[config.mk]
export PLATFORM = sky130hd
export DESIGN_NAME = vn_sqrt
export DESIGN_NICKNAME = d
export VERILOG_FILES = /design/src/hw/rtl/vn_pkg.sv /design/src/hw/rtl/vn_sqrt.sv
export SDC_FILE = /design/constraint.sdc
export NUM_CORES = 1
export LEC_CHECK = 0
export BUFFER_PORTS_ARGS = -buffer_cell sky130_fd_sc_hd__clkbuf_2
export CAP_MARGIN = 10
export CORE_ASPECT_RATIO = 1.75
export CORE_MARGIN = 10
export CORE_UTILIZATION = 55
export CTS_BUF_LIST = sky130_fd_sc_hd__clkbuf_2
export CTS_CLUSTER_SIZE = 40
export DETAILED_ROUTE_END_ITERATION = 10
export GPL_TIMING_DRIVEN = 0
export PLACE_DENSITY = 0.72
export SYNTH_ARGS = -nofsm -noshare
export SYNTH_HDL_FRONTEND = slang
export SYNTH_SLANG_ARGS = --single-unit
[constraint.sdc]
create_clock -name clk -period 3 [get_ports clk]
set_clock_uncertainty 0.15 [all_clocks]
set_input_delay 0.3 -clock clk [delete_from_list [all_inputs] [get_ports clk]]
set_output_delay 0.3 -clock clk [all_outputs]
set_load 0.1 [all_outputs]
[src/hw/rtl/vn_pkg.sv]
// Shared types and constants for the vector normalizer.
`timescale 1ns / 1ps
package vn_pkg;
    localparam int unsigned CompW    = 16;
    localparam int unsigned MagW     = 16;
    localparam int unsigned SqW      = 31;
    localparam int unsigned LenSqW   = 32;
    localparam int unsigned LenW     = 16;
    localparam int unsigned QuotW    = 15;
    localparam int unsigned Lanes    = 3;
    localparam logic [LenSqW-1:0] EpsReset = 32'd655;
    localparam int unsigned SqrtStages = LenW;
    localparam int unsigned DivStages  = QuotW;
    // input register, square, sum, root, divide, merge
    localparam int unsigned Latency = 3 + SqrtStages + DivStages + 1;

    // Per-item control and operands carried alongside the root pipeline
    typedef struct packed {
        logic                             valid;
        logic                             short_f;
        logic [Lanes-1:0]                 neg;
        logic [Lanes-1:0][MagW-1:0]       mag;
    } vn_carry_t;

    // Control carried alongside the divider lanes
    typedef struct packed {
        logic             valid;
        logic             short_f;
        logic [Lanes-1:0] neg;
    } vn_ctrl_t;
endpackage

[src/hw/rtl/vn_sqrt.sv]
// Pipelined integer square root, one root bit per stage.
`timescale 1ns / 1ps
module vn_sqrt (
    input  logic                           clk,
    input  logic                           rst_n,
    input  logic [vn_pkg::LenSqW-1:0]      value,
    input  vn_pkg::vn_carry_t              carry_in,
    output logic [vn_pkg::LenW-1:0]        root,
    output vn_pkg::vn_carry_t              carry_out
);
    import vn_pkg::*;

    logic [SqrtStages-1:0][LenSqW-1:0] val_reg;
    logic [SqrtStages-1:0][LenW+1:0]   rem_reg;
    logic [SqrtStages-1:0][LenW-1:0]   root_reg;
    vn_carry_t [SqrtStages-1:0]        car_reg;

    logic [SqrtStages-1:0][LenSqW-1:0] val_next;
    logic [SqrtStages-1:0][LenW+1:0]   rem_next;
    logic [SqrtStages-1:0][LenW-1:0]   root_next;

    logic [SqrtStages-1:0][LenW+3:0]   shifted;
    logic [SqrtStages-1:0][LenW+3:0]   trial;

    // Stage inputs: stage zero fed straight from the input, the rest from registers
    logic [SqrtStages:0][LenSqW-1:0]   val_in;
    logic [SqrtStages:0][LenW+1:0]     rem_in;
    logic [SqrtStages:0][LenW-1:0]     root_in;
    vn_carry_t [SqrtStages:0]          car_in;

    assign val_in  = {val_reg, value};
    assign rem_in  = {rem_reg, (LenW+2)'(0)};
    assign root_in = {root_reg, LenW'(0)};
    assign car_in  = {car_reg, carry_in};

    // Bring down two value bits, test and subtract the trial
    always_comb
    begin
        for (int s = 0; s < SqrtStages; s++)
        begin
            shifted[s]  = {rem_in[s], val_in[s][LenSqW-1 -: 2]};
            trial[s]    = {2'b00, root_in[s], 2'b01};
            val_next[s] = {val_in[s][LenSqW-3:0], 2'b00};
            if (shifted[s] >= trial[s])
            begin
                rem_next[s]  = (LenW+2)'(shifted[s] - trial[s]);
                root_next[s] = {root_in[s][LenW-2:0], 1'b1};
            end
            else
            begin
                rem_next[s]  = (LenW+2)'(shifted[s]);
                root_next[s] = {root_in[s][LenW-2:0], 1'b0};
            end
        end
    end

    // Advance payload
    always_ff @(posedge clk)
    begin
        val_reg  <= val_next;
        rem_reg  <= rem_next;
        root_reg <= root_next;
    end

    // Advance carried control
    always_ff @(posedge clk or negedge rst_n)
    begin
        if (!rst_n)
            car_reg <= '0;
        else
            car_reg <= car_in[SqrtStages-1:0];
    end

    assign root      = root_in[SqrtStages];
    assign carry_out = car_in[SqrtStages];
endmodule

==> results.cfg <==
[floorplan]
rows = 137
die_w_microns = 235
io-pin-count = 156
die_h_microns = 396
initial_core_util_pct = 55.5
die-area_sq_um = 92900
coreArea_sq_um = 79900

[placed_design]
port-buffer-count = 155
placed_cell_area_sq_um = 46700
gp_congestion = 0.868
hpwl_microns = 49100

[sta]
slew_headroom_pct = 37.5
max_freq_mhz = 350
tightestPinTransition_ns = 0.938
min_period_over_period_pct = 95.1
hold_viol_final = 0
maxSlewViolCount = 0
finalCriticalPeriod_ns = 2.85
setup_tns_ns = 0
rsz0062_at_grt = yes
setup_viol = 0
hold_slack_ns = 0.0989

[drt]
wl_per_cell_microns = 15.0
routed_wl_microns = 76700
drt_first_pass_iters = 5
drc_errors = 0
drtIter0Drc = 837
via_count = 24764
detail-route-antenna-nets = 0
via_per_inst = 4.83

[critical_path]
arrival_ns = 4.00
crit_path_start_kind = flop
cp_slowest_cell = nor4_1
slowest_delay_ns = 0.75
end_kind = flop
worstPathRequired_ns = 4.14
crit_fanout = 6
crit_chain = inv_1 > ha_1 > a211oi_1 > nor2_1 > nor4_1 > o31ai_1 > nor3_1 > mux2i_1
path_class = flop to flop

[power]
p_seq_share_pct = 57.8
powerDensity_nw_per_um2 = 748
clkPwrFrac_pct = 28.5
ir_drop_mv = 0.470
switching_share_pct = 27.9
power_mw = 39.3
pwr-share-comb_pct = 13.7
p_switching_mw = 11.0
power.leakage_nw = 25.0
p_int_mw = 28.3

[synthesis]
yosysWarnings = 0
ys.flop_type = dfrtp_1
synth_edf_count = 0
netlist.area_leader.share_pct = 47.8
ys_ff_latch = 1467
yosys.area.top_type = dfrtp_1
ys_types = 74
postSynthCellCount = 3103
avgSynthCellArea_sq_um = 14.3
syn-num-nets = 3341
ys_top_cells_by_area = dfrtp_1, dfxtp_1, ha_1
yosysMostFrequentCell = dfrtp_1
seq_area_frac_synth_pct = 75.8
syn_area_sq_um = 44400
async_flop_share_pct = 57.8
synthTopCellsByCount = dfrtp_1, dfxtp_1, inv_1

[flow_run]
maxCapViolCount = 0

[layout]
nFillCells = 5928
syn_to_final_growth_pct = 18.5
fin_area_sq_um = 52600
nNetsFinal = 4091
final_util_pct = 65.8
largest_register_ffs = 795
drive_above_1_share_pct = 19.8

[clock_network]
path_clk_slew_ns = 0.12
cts_htree_levels = 5
numCtsBuffers = 323
clock_path_buffers = 4
root_buffer = clkbuf_2
clock_sinks = 1467
tritoncts = done
clock_latency_ns = 1.49

[global_route]
grt_use_total_pct = 16.9
grt_pass1_wl_microns = 127000
grt_max_degree = 128
grt_pass1_vias = 27166
antenna_found_initial = 2
overflow = 0

[hold_path]
hold_class = flop to flop

[status]
status = completed
[path summary, 6_finish.rpt]
kind	start	end	slack, ns	cells past startpoint
setup / recovery	root_in[214]$_DFF_P_	rem_in[269]$_DFF_P_	0.15	8
hold / removal	car_in[615]$_DFF_PN0_	car_in[668]$_DFF_PN0_	0.1	0
setup reg to reg	root_in[214]$_DFF_P_	rem_in[269]$_DFF_P_	0.15	8
hold reg to reg	car_in[615]$_DFF_PN0_	car_in[668]$_DFF_PN0_	0.1	0
max in group asynchronous	rst_n	car_in[696]$_DFF_PN0_	0.24	7
min in group asynchronous	rst_n	car_in[461]$_DFF_PN0_	0.41	4
[stage by stage]
stage | worst slack, ns | instances
floorplan | 0.380 | 3103
global placement | -17.28 | 4300
detailed placement | -0.952 | 4307
CTS | 0.000133 | 5122
global route | -0.0511 | 5124
finish | 0.146 | 5124
[logic make-up (layout without fill, tap and decap cells)]
group,Yosys count,in the layout,synth area share [%]
AO/OA/AOI/OAI,427,427,6.05
flip-flops,1467,1467,75.8
multiplexers,31,31,0.781
AND/OR/NAND/NOR,571,571,6.76
buffers and inverters,287,1262,3.05
adder cells (fa/ha/maj),151,151,4.26
XOR/XNOR,168,168,3.33
other,1,5,0.00845
[repair_timing]
item	4_1_cts	5_1_grt
hold endpoints to repair	807	0
setup buffers	7	3
gates resized for setup	125	25
setup endpoints to repair	174	86
pin swaps	4	3
hold buffers	260	0
[worst max-delay path, delay by kind of cell (launching register included)]
| kind | cells | cell delay [ns] |
|---|---|---|
| AOI/OAI and AO/OA | 2 | 0.50 |
| adders and majority gates | 1 | 0.36 |
| buffers and inverters | 1 | 0.05 |
| DFF | 1 | 0.36 |
| muxes | 1 | 0.21 |
| and+or+nand+nor | 3 | 1.11 |
[area by class of cell]
| cell class | count | area [sq um] | share of cell area [%] |
|---|---|---|---|
| sequential | 1467 | 33600 | 63.9 |
| multi-input combinational | 1349 | 9540 | 18.1 |
| timing repair buffer | 432 | 4040 | 7.68 |
| clock buffer | 463 | 2320 | 4.41 |
| tap | 1042 | 1300 | 2.48 |
| inverter | 181 | 679 | 1.29 |
| buffer | 99 | 676 | 1.29 |
| clock inverter | 87 | 395 | 0.752 |
| antenna | 4 | 10.0 | 0.0190 |
[power by group through the flow]
stage	Clock, mW	Sequential, mW	Combinational, mW
5_1_grt	12.9	23.0	5.98
2_1_floorplan	0	22.8	3.78
4_1_cts	11.7	22.7	5.36
6_report	11.2	22.7	5.38
3_3_place_gp	0	23.1	4.86
3_5_place_dp	0	23.1	4.97
[layout by cell type, fill, tap and decap left out, types with 9 or more instances in the layout]
cell type and instances:
a211oi_1 16, o31ai_1 21, clkinv_1 68, nor3_1 60, a21oi_1 118, and3_1 9
dfrtp_1 848, o21ai_0 110, o211ai_1 12, clkinv_2 13, clkbuf_8 24, nand4_1 18
o21a_1 33, nand3_1 34, nand2_1 115, mux2_2 17, a21o_1 31, a31oi_1 12
nor2_1 129, or3_1 23, nor2b_1 18, mux2i_1 11, ha_1 149, or4_1 19
xnor2_1 87, dlygate4sd3_1 260, nand4b_1 9, nor4_1 36, buf_4 81, clkbuf_4 39
nand3b_1 12, xor2_1 80, dfxtp_1 619, clkbuf_2 559, inv_1 181, clkbuf_1 12
nand2b_1 34
[per-layer routing]
metal | global-route usage [%] | vias up | share of wire, %
met4 | 9.90 | 0 | 4.2
li1 | - | 12041 | -
met3 | 4.96 | 185 | 4.3
met2 | 33.2 | 533 | 58
met5 | 0 | - | 0
met1 | 14.5 | 12005 | 33
(Power assumes the default switching activity.)
