### src/hw/rtl/vn_pkg.sv
// Shared types and constants for the vector normalizer.
`timescale 1ns / 1ps
package vn_pkg;
    localparam int unsigned CompW    = 16;
    localparam int unsigned MagW     = 16;
    localparam int unsigned SqW      = 31;
    localparam int unsigned LenSqW   = 32;
    localparam int unsigned LenW     = 16;
    localparam int unsigned QuotW    = 15;
    localparam int unsigned Lanes    = 3;
    localparam logic [LenSqW-1:0] EpsReset = 32'd655;
    localparam int unsigned SqrtStages = LenW;
    localparam int unsigned DivStages  = QuotW;
    // input register, square, sum, root, divide, merge
    localparam int unsigned Latency = 3 + SqrtStages + DivStages + 1;

    // Per-item control and operands carried alongside the root pipeline
    typedef struct packed {
        logic                             valid;
        logic                             short_f;
        logic [Lanes-1:0]                 neg;
        logic [Lanes-1:0][MagW-1:0]       mag;
    } vn_carry_t;

    // Control carried alongside the divider lanes
    typedef struct packed {
        logic             valid;
        logic             short_f;
        logic [Lanes-1:0] neg;
    } vn_ctrl_t;
endpackage

### src/hw/rtl/vn_div_lane.sv
// One divider lane: (mag * 2^14) / len, one quotient bit per stage.
`timescale 1ns / 1ps
module vn_div_lane (
    input  logic                      clk,
    input  logic [vn_pkg::MagW-1:0]   mag,
    input  logic [vn_pkg::LenW-1:0]   len,
    output logic [vn_pkg::QuotW-1:0]  quot
);
    import vn_pkg::*;

    logic [DivStages-1:0][LenW-1:0]  rem_reg;
    logic [DivStages-1:0][QuotW-1:0] low_reg;
    logic [DivStages-1:0][QuotW-1:0] quot_reg;
    logic [DivStages-1:0][LenW-1:0]  len_reg;

    logic [DivStages-1:0][LenW-1:0]  rem_next;
    logic [DivStages-1:0][QuotW-1:0] low_next;
    logic [DivStages-1:0][QuotW-1:0] quot_next;
    logic [DivStages-1:0][LenW:0]    shifted;
    logic [DivStages-1:0]            fits;

    logic [DivStages:0][LenW-1:0]    rem_in;
    logic [DivStages:0][QuotW-1:0]   low_in;
    logic [DivStages:0][QuotW-1:0]   quot_in;
    logic [DivStages:0][LenW-1:0]    len_in;

    // Dividend is mag << 14; the top part starts below len
    assign rem_in  = {rem_reg, {1'b0, mag[MagW-1:1]}};
    assign low_in  = {low_reg, {mag[0], (QuotW-1)'(0)}};
    assign quot_in = {quot_reg, QuotW'(0)};
    assign len_in  = {len_reg, len};

    // Shift in a dividend bit, subtract when it fits
    always_comb
    begin
        for (int s = 0; s < DivStages; s++)
        begin
            shifted[s]   = {rem_in[s], low_in[s][QuotW-1]};
            fits[s]      = shifted[s] >= {1'b0, len_in[s]};
            rem_next[s]  = fits[s] ? LenW'(shifted[s] - {1'b0, len_in[s]})
                                   : LenW'(shifted[s]);
            low_next[s]  = {low_in[s][QuotW-2:0], 1'b0};
            quot_next[s] = {quot_in[s][QuotW-2:0], fits[s]};
        end
    end

    // Advance all stages
    always_ff @(posedge clk)
    begin
        rem_reg  <= rem_next;
        low_reg  <= low_next;
        quot_reg <= quot_next;
        len_reg  <= len_in[DivStages-1:0];
    end

    assign quot = quot_in[DivStages];
endmodule
### config.mk
export PLATFORM = sky130hd
export DESIGN_NAME = vn_div_lane
export DESIGN_NICKNAME = d
export VERILOG_FILES = /design/src/hw/rtl/vn_pkg.sv /design/src/hw/rtl/vn_div_lane.sv
export SDC_FILE = /design/constraint.sdc
export NUM_CORES = 1
export LEC_CHECK = 0
export BUFFER_PORTS_ARGS = -buffer_cell sky130_fd_sc_hd__buf_4
export CORE_UTILIZATION = 34
export DETAILED_ROUTE_END_ITERATION = 6
export GPL_ROUTABILITY_DRIVEN = 0
export GPL_TIMING_DRIVEN = 0
export PLACE_DENSITY = 0.51
export SETUP_SLACK_MARGIN = 0.5
export SKIP_LAST_GASP = 1
export SYNTH_ARGS = -nofsm -noshare
export SYNTH_HDL_FRONTEND = slang
export SYNTH_SLANG_ARGS = --single-unit
### constraint.sdc
create_clock -name clk -period 3.9 [get_ports clk]
set_input_delay 0.78 -clock clk [delete_from_list [all_inputs] [get_ports clk]]
set_output_delay 0.78 -clock clk [all_outputs]
set_load 0.05 [all_outputs]
==> metrics.cfg, run 1 <==
[finish]
area_growth_pct=14.37
fin_cells=3691
drive_gt1_share_pct=12.89
design_area_um2=28880
utilization_pct=39.45
nNetsFinal=2969

[clock_tree]
clock-sinks=568
ctsRootBufferMaster=clkbuf_16
numCtsBuffers=60
cts_tree=done
path_clk_slew_ps=60
htreeDepth=2
clk_latency_ps=630
cts_hold_buf=0
cts_buffer_depth=3

[yosys]
ys_top_cells_by_area=dfxtp_1 (45%), ha_1 (12%), mux2_2 (4.8%)
synth_ff_type=dfxtp_1
synthCells=2572
synth_top_area_share_pct=45.03
yosys-top-cells-count=dfxtp_1 (568), inv_1 (304), ha_1 (239)
ys_seq_area_share_pct=45.03
synth_edf_count=0
synth_most_common_cell=dfxtp_1
synth.distinct_cells=77
ys_async_sr_fraction_pct=0
synth-seq-cells=568
synth_largest_area_cell=dfxtp_1
syn_nets=2858
synth_area_per_cell_um2=9.817
ys.warnings.count=0
synth_area_um2=25250

[timing]
period_share_pct=84.51
final_hold_viol_count=0
finalCriticalPeriod_ps=3296
worst_pin_slew_ps=874.5
setup_tns_ps=0
rsz0062_at_grt=false
hold-worst-slack_ps=279.2
finClkSkew_ps=29.76
maxSlewHeadroom_pct=40.19
report.final.slew_viol_count=0
setup_ws_ps=604.2
fmax_mhz=303.4
setup-violations-final=0

[critical_path]
crit_type=reg -> reg
start_kind=flip-flop
end_kind=flip-flop
arrival_ps=3800
crit_required_ps=4400
path_max_fanout=10

[drt]
dr.pass1.iters=5
drc=0
avgRoutedWirePerCell_um=15.13
drtAntennaViolNets=0
vias=17650
drtIter0Drc=1019
via_per_inst=4.782
routed_wirelength_um=55840

[power]
vdd_drop_max_uv=396.7
power_frac_comb_pct=47.1
power_mw=27.49
power.leakage_nw=13.26
internal_power_mw=17.29
netSwitchingPower_mw=10.20
p_clk_share_pct=20.8
pwr-share-seq_pct=32.0
switching_share_pct=37.11
power_density_nw_per_um2=951.9

[die]
fp-row-count=99
io-pin-count=48
die_height_um=274.5
floorplan.initialDensity_pct=34.49
die_w_um=274.5
die-area_um2=75360
core_area_um2=73210

[place]
dp_cells=3578
dp_slack_ps=468.4
dp_hpwl_um=43820
numPortBuffers=47
placed_area_um2=26800

[global_routing]
grt_usage_pct=14.91
grt-ovfl-total=0
grt_pass1_vias=18080
grt_pass1_wl_um=91180
grt_start_max_net_pins=17
antenna_found_initial=0

[worst_hold_path]
min_path_type=in -> reg

[outcome]
outcome=complete, no violations

[job]
maxCapViolCount=0

## final cells by class
type	count	area [um^2]
clock inverter	24	279.0
multi-input combinational	1653	12450
tap	959	1200
antenna	1	2.502
buffer	46	305.3
sequential	568	11370
fill	7123	44330
clock buffer	86	1760
timing repair buffer	49	367.9
inverter	305	1145
## routing by layer
| layer | GRT usage (%) | wire [um] | vias up |
|---|---|---|---|
| li1 | - | - | 9072 |
| met1 | 17.08 | 24320 | 8194 |
| met2 | 27.42 | 27940 | 260 |
| met3 | 2.040 | 1537 | 126 |
| met4 | 6.433 | 2042 | 0 |
| met5 | 0 | 0 | - |
## power by group through the flow
stage	registers, mW	logic [mW]	clock network, mW
6_report	8.80	13.0	5.73
2_1_floorplan	8.51	10.2	0
3_3_place_gp	8.92	12.6	0
4_1_cts	8.83	13.0	5.92
3_5_place_dp	8.94	12.8	0
5_1_grt	9.01	14.4	6.13
## critical path: stages, from the launching register on
cell	delay [ps]
dfxtp_1	360
inv_1	50
ha_1	280
ha_1	170
nand3_1	80
nor4_1	710
a2111oi_0	280
a21oi_2	500
buf_2	380
mux2_2	380
## what timing repair did
item	CTS	global route
buffers inserted	0	2
gates resized for setup	0	4
endpoints found under the setup margin	0	25
## logic make-up (layout without fill, tap and decap cells)
logic type	after synthesis	count (layout)	share of synthesized area [%]
AOI/OAI and AO/OA	575	575	14.90
other	0	1	0
and+or+nand+nor	552	552	10.51
adders and majority gates	253	253	12.95
buffers and inverters	351	510	5.733
muxes	129	129	5.877
DFF	568	568	45.03
xor gates and xnor gates	144	144	4.995
## layout by cell type (no fill, tap or decap), drive strengths merged, types with 39 or more instances in the layout
cell type	count
a21o	59
a21oi	180
buf	89
clkbuf	92
dfxtp	568
ha	239
inv	309
mux2	121
nand2	91
nor2	204
nor2b	42
nor3	41
o21a	39
o21ai	110
xnor2	97
xor2	47
## path summary, 6_finish.rpt
kind | from | endpoint | slack (ps) | cells after the start
max reg2reg | len_in[113] | rem_in[138] | 600 | 9
min | len[15] | len_in[31] | 280 | 1
max | len_in[113] | rem_in[138] | 600 | 9
min reg2reg | quot_in[126] | quot_in[142] | 310 | 0
No activity file was read; power rests on OpenSTA's default activity.
==> inputs of run 2 (changes only) <==
clock period = 3.35 ns   (was 3.9 ns; I/O delays follow)
==> metrics.cfg, run 2 (same netlist as run 1, synthesis figures left out) <==
[drt]
drc=3
dr.pass1.iters=7
drtAntennaViolNets=0
routed_wirelength_um=56420
avgRoutedWirePerCell_um=15.20
drtIter0Drc=678
via_per_inst=4.803
vias=17830

[critical_path]
r2r-end=rem_in[110]
r2r_setup_slack_ps=590
ff2ff_path_depth=10
crit_type=reg -> reg
arrival_ps=3250
crit_required_ps=3840
r2r-start=len_in[81]
start_kind=flip-flop
path_max_fanout=10
end_kind=flip-flop

[die]
io-pin-count=48
die_w_um=274.5
core_area_um2=73210
fp-row-count=99
floorplan.initialDensity_pct=34.49
die_height_um=274.5
die-area_um2=75360

[clock_tree]
clk_latency_ps=620
ctsRootBufferMaster=clkbuf_16
numCtsBuffers=60
cts_buffer_depth=3
cts_tree=done
path_clk_slew_ps=60
htreeDepth=2
cts_hold_buf=0
clock-sinks=568

[timing]
setup-violations-final=0
setup_tns_ps=0
finalCriticalPeriod_ps=2761
period_share_pct=82.41
fmax_mhz=362.2
rsz0062_at_grt=true
report.final.slew_viol_count=0
worst_pin_slew_ps=859.9
final_hold_viol_count=0
finClkSkew_ps=16.65
maxSlewHeadroom_pct=41.92

[power]
power_density_nw_per_um2=1122
vdd_drop_max_uv=531.0
power.leakage_nw=13.49

[global_routing]
grt_usage_pct=14.99
grt-ovfl-total=0
grt_start_max_net_pins=16
antenna_found_initial=0
grt_pass1_wl_um=91480
grt_pass1_vias=18070

[place]
dp_cells=3578
numPortBuffers=47
dp_hpwl_um=44100

[finish]
final_common_cell=dfxtp_1
antennaDiodeCount=0
fin_cells=3712
drive_gt1_share_pct=15.80
area_growth_pct=17.20
mostFrequentLayoutCells=dfxtp_1 (559), inv_1 (304), ha_1 (234), nor2_1 (203), a21oi_1 (167)
nNetsFinal=2993

[worst_hold_path]
hp-start=len[8]
min_path_type=in -> reg
whs_path_depth=1
hold_end=len_in[24]

[job]
maxCapViolCount=0

[outcome]
outcome=complete, but fails checks
violations=design-rule violations

-- run 2: worst max-delay path by stage --
stage,from,end
floorplan,len[1],rem_in[31]
global placement,len_in[113],rem_in[138]
detailed placement,len_in[113],rem_in[138]
CTS,len_in[209],rem_in[234]
global route,rem_in[80],rem_in[110]
finish,len_in[81],rem_in[110]
-- run 2: per-layer routing --
metal  GRT usage, %  up-vias  part of all wire (%)
met4          6.506        0                   4.0
met5              0        -                     0
li1               -     9121                     -
met1          16.55     8322                    42
met2          27.97      261                    51
met3          2.487      125                   3.2
-- run 2: per-stage QoR --
step	instance area [um^2]	setup slack [ps]	utilization, %	hold slack [ps]	power, mW
6_report	29590	589.1	40.42	174.1	33.19
4_1_cts	29210	500.3	39.90	137.2	32.95
3_5_place_dp	26810	1.490	36.63	312.1	25.31
2_1_floorplan	25260	508.3	-	309.6	21.73
3_3_place_gp	26810	35.37	36.63	309.8	25.10
5_1_grt	29590	406.5	40.42	126.9	35.65
-- run 2: report_power, final --
group / leakage [nW] / internal [mW] / switching (mW)
registers: 4.79 / 9.12 / 1.16
logic: 7.66 / 7.68 / 8.35
clock network: 1.04 / 4.24 / 2.64
-- run 2: final cells by class --
| class | count | area, um^2 |
|---|---|---|
| Multi-Input combinational cell | 1654 | 12820 |
| Clock inverter | 27 | 389.1 |
| Fill cell | 7117 | 43620 |
| Sequential cell | 568 | 11380 |
| Clock buffer | 81 | 1702 |
| Inverter | 305 | 1145 |
| Timing Repair Buffer | 72 | 563.0 |
| Tap cell | 959 | 1200 |
| Buffer | 46 | 389.1 |
-- run 2: critical path, cell delays in order, from the launching register on --
cell	delay [ps]
dfxtp_2	350
inv_1	50
ha_1	280
ha_1	270
nand3_1	120
nor4_1	80
a2111oi_0	700
a21o_1	210
buf_6	120
buf_12	130
mux2_2	330
-- run 2: timing repair --
| action | CTS | global route |
|---|---|---|
| setup endpoints to repair | 149 | 137 |
| hold endpoints to repair | 0 | 0 |
| buffers inserted | 10 | 14 |
| gates cloned | 0 | 2 |
| gates resized for setup | 57 | 63 |
| pin swaps | 13 | 26 |
==> inputs of run 3 (changes only) <==
ABC_AREA = 1   (was unset)
clock period = 2.9 ns   (was 3.35 ns; I/O delays follow)
==> metrics.cfg, run 3 <==
[outcome]
outcome=complete, no violations

[yosys]
ys.warnings.count=0
synth-seq-cells=568
ys_top_cells_by_area=dfxtp_1 (38%), nand2_1 (19%), inv_1 (10%)
ys_async_sr_fraction_pct=0
ys_seq_area_share_pct=37.69
synth_largest_area_cell=dfxtp_1
synth_area_um2=30170
synth_edf_count=0
synthCells=4288
syn_nets=4574
synth.distinct_cells=39
synth_most_common_cell=nand2_1
synth_top_area_share_pct=37.69
synth_area_per_cell_um2=7.036
synth_ff_type=dfxtp_1
yosys-top-cells-count=nand2_1 (1562), inv_1 (800), dfxtp_1 (568)

[clock_tree]
cts_buffer_depth=3
path_clk_slew_ps=60
clk_latency_ps=650
cts_tree=done
clock-sinks=568
numCtsBuffers=61
ctsRootBufferMaster=clkbuf_16
post_cts_buffers=0
htreeDepth=2

[critical_path]
end_kind=flip-flop
slowest_delay_ps=540
crit_type=reg -> reg
path_cells=inv_1 -> ha_1 -> ha_1 -> nand4_1 -> nor3_2 -> nor2_2 -> nand2_4 -> inv_2 -> buf_6 -> nand2_1 -> nand2_1
path_max_fanout=10
cp_top_family=simple AND/OR/NAND/NOR gates
critical_path_buf_inv_count=3
crit_slowest_cell=dfxtp_1
arrival_ps=2760
r2r_setup_slack_ps=600
start_kind=flip-flop
crit_required_ps=3360

[drt]
via_per_inst=4.393
highest_layer=met4
drt-met1-wl_um=36550
drc=0
drtIter0Drc=1363
avgRoutedWirePerCell_um=13.96
dr_wl_met2_um=37270
dr.pass1.iters=6
drtAntennaViolNets=0
vias=24630
met3RoutedLength_um=2802
routed_wirelength_um=78240

[die]
die_w_um=299.9
die_height_um=299.9
floorplan.initialDensity_pct=34.56
die-area_um2=89930
core_area_um2=87290
io-pin-count=48
fp-row-count=108

[timing]
maxSlewHeadroom_pct=73.40
setup-violations-final=0
fmax_mhz=435.2
report.final.slew_viol_count=0
finalCriticalPeriod_ps=2298
rsz0062_at_grt=false
hold-worst-slack_ps=55.31
worst_pin_slew_ps=394.9
period_share_pct=79.23
finClkSkew_ps=22.86
setup_tns_ps=0
final_hold_viol_count=0

[finish]
mostFrequentLayoutCells=nand2_1 (1562), inv_1 (800), dfxtp_1 (568), nand3_1 (265), ha_1 (239)
fin_cells=5606
final_common_cell=nand2_1
utilization_pct=39.11
area_growth_pct=13.16
nNetsFinal=4686
drive_gt1_share_pct=8.541
fillers=9367

[global_routing]
grt_usage_pct=17.43
antenna_found_initial=1
grt_pass1_wl_um=125100
grt-ovfl-total=0
grt_start_max_net_pins=18
grt_pass1_vias=23550

[place]
numPortBuffers=47
dp_cells=5490
dp_hpwl_um=63890

[power]
power_density_nw_per_um2=1167
power.leakage_nw=18.86
vdd_drop_max_uv=610.1

[job]
maxCapViolCount=0

[worst_hold_path]
min_path_type=in -> reg

[run 3: metrics by stage]
| step | total power [mW] | worst slack (ps) | cell area [um^2] |
|---|---|---|---|
| final | 39.85 | 602.4 | 34140 |
| after global placement | 31.82 | 356.2 | 31970 |
| after detailed placement | 31.86 | 369.2 | 31970 |
| after CTS | 40.27 | 624.7 | 34140 |
| after floorplan | 26.47 | 745.1 | 30170 |
| after global routing | 43.55 | 509.4 | 34140 |
[run 3: power breakdown]
| part | total, mW | switching [mW] | internal (mW) |
|---|---|---|---|
| sequential | 11.9 | 1.50 | 10.4 |
| combinational | 19.8 | 12.7 | 7.10 |
| clock | 8.17 | 3.32 | 4.85 |
[run 3: worst paths after layout]
check / cells after the start / start / end
min reg2reg: 0 / quot_in[182] / quot_in[198]
max reg2reg: 11 / len_in[129] / rem_in[146]
min: 1 / len[13] / len_in[29]
max: 11 / len_in[129] / rem_in[146]
[run 3: metal layers]
layer	global-route usage (%)	vias up
met4	4.580	0
met5	0	-
li1	-	13280
met3	1.951	92
met1	22.55	10890
met2	30.58	361
[run 3: repair_timing]
item | in CTS | in global routing
setup endpoints to repair | 0 | 0
hold buffers | 2 | 0
hold endpoints to repair | 2 | 0
gates resized for setup | 0 | 0
[run 3: kinds of logic (layout without fill, tap and decap cells)]
group                    Yosys count  in the layout  share of synthesized area (%)
adder cells (fa/ha/maj)          253            253                          10.84
buffers and inverters            873           1034                          11.76
other                              0              2                              0
flip-flops                       568            568                          37.69
XOR/XNOR                          98             98                          2.845
AO/OA/AOI/OAI                    171            171                          3.027
AND/OR/NAND/NOR                 2325           2325                          33.84
[run 3: layout make-up]
class                   instances  area (um^2)  area share, %
diodes                          2        5.005        0.01466
plain buffers                  59        485.5          1.422
clock buffers                  78         1680          4.922
clock inverters                34        467.9          1.371
inverters                     814         3063          8.971
multi-input cells            2847        15250          44.67
flip-flops and latches        568        11370          33.30
well taps                    1155         1445          4.233
repair buffers                 49        372.9          1.092
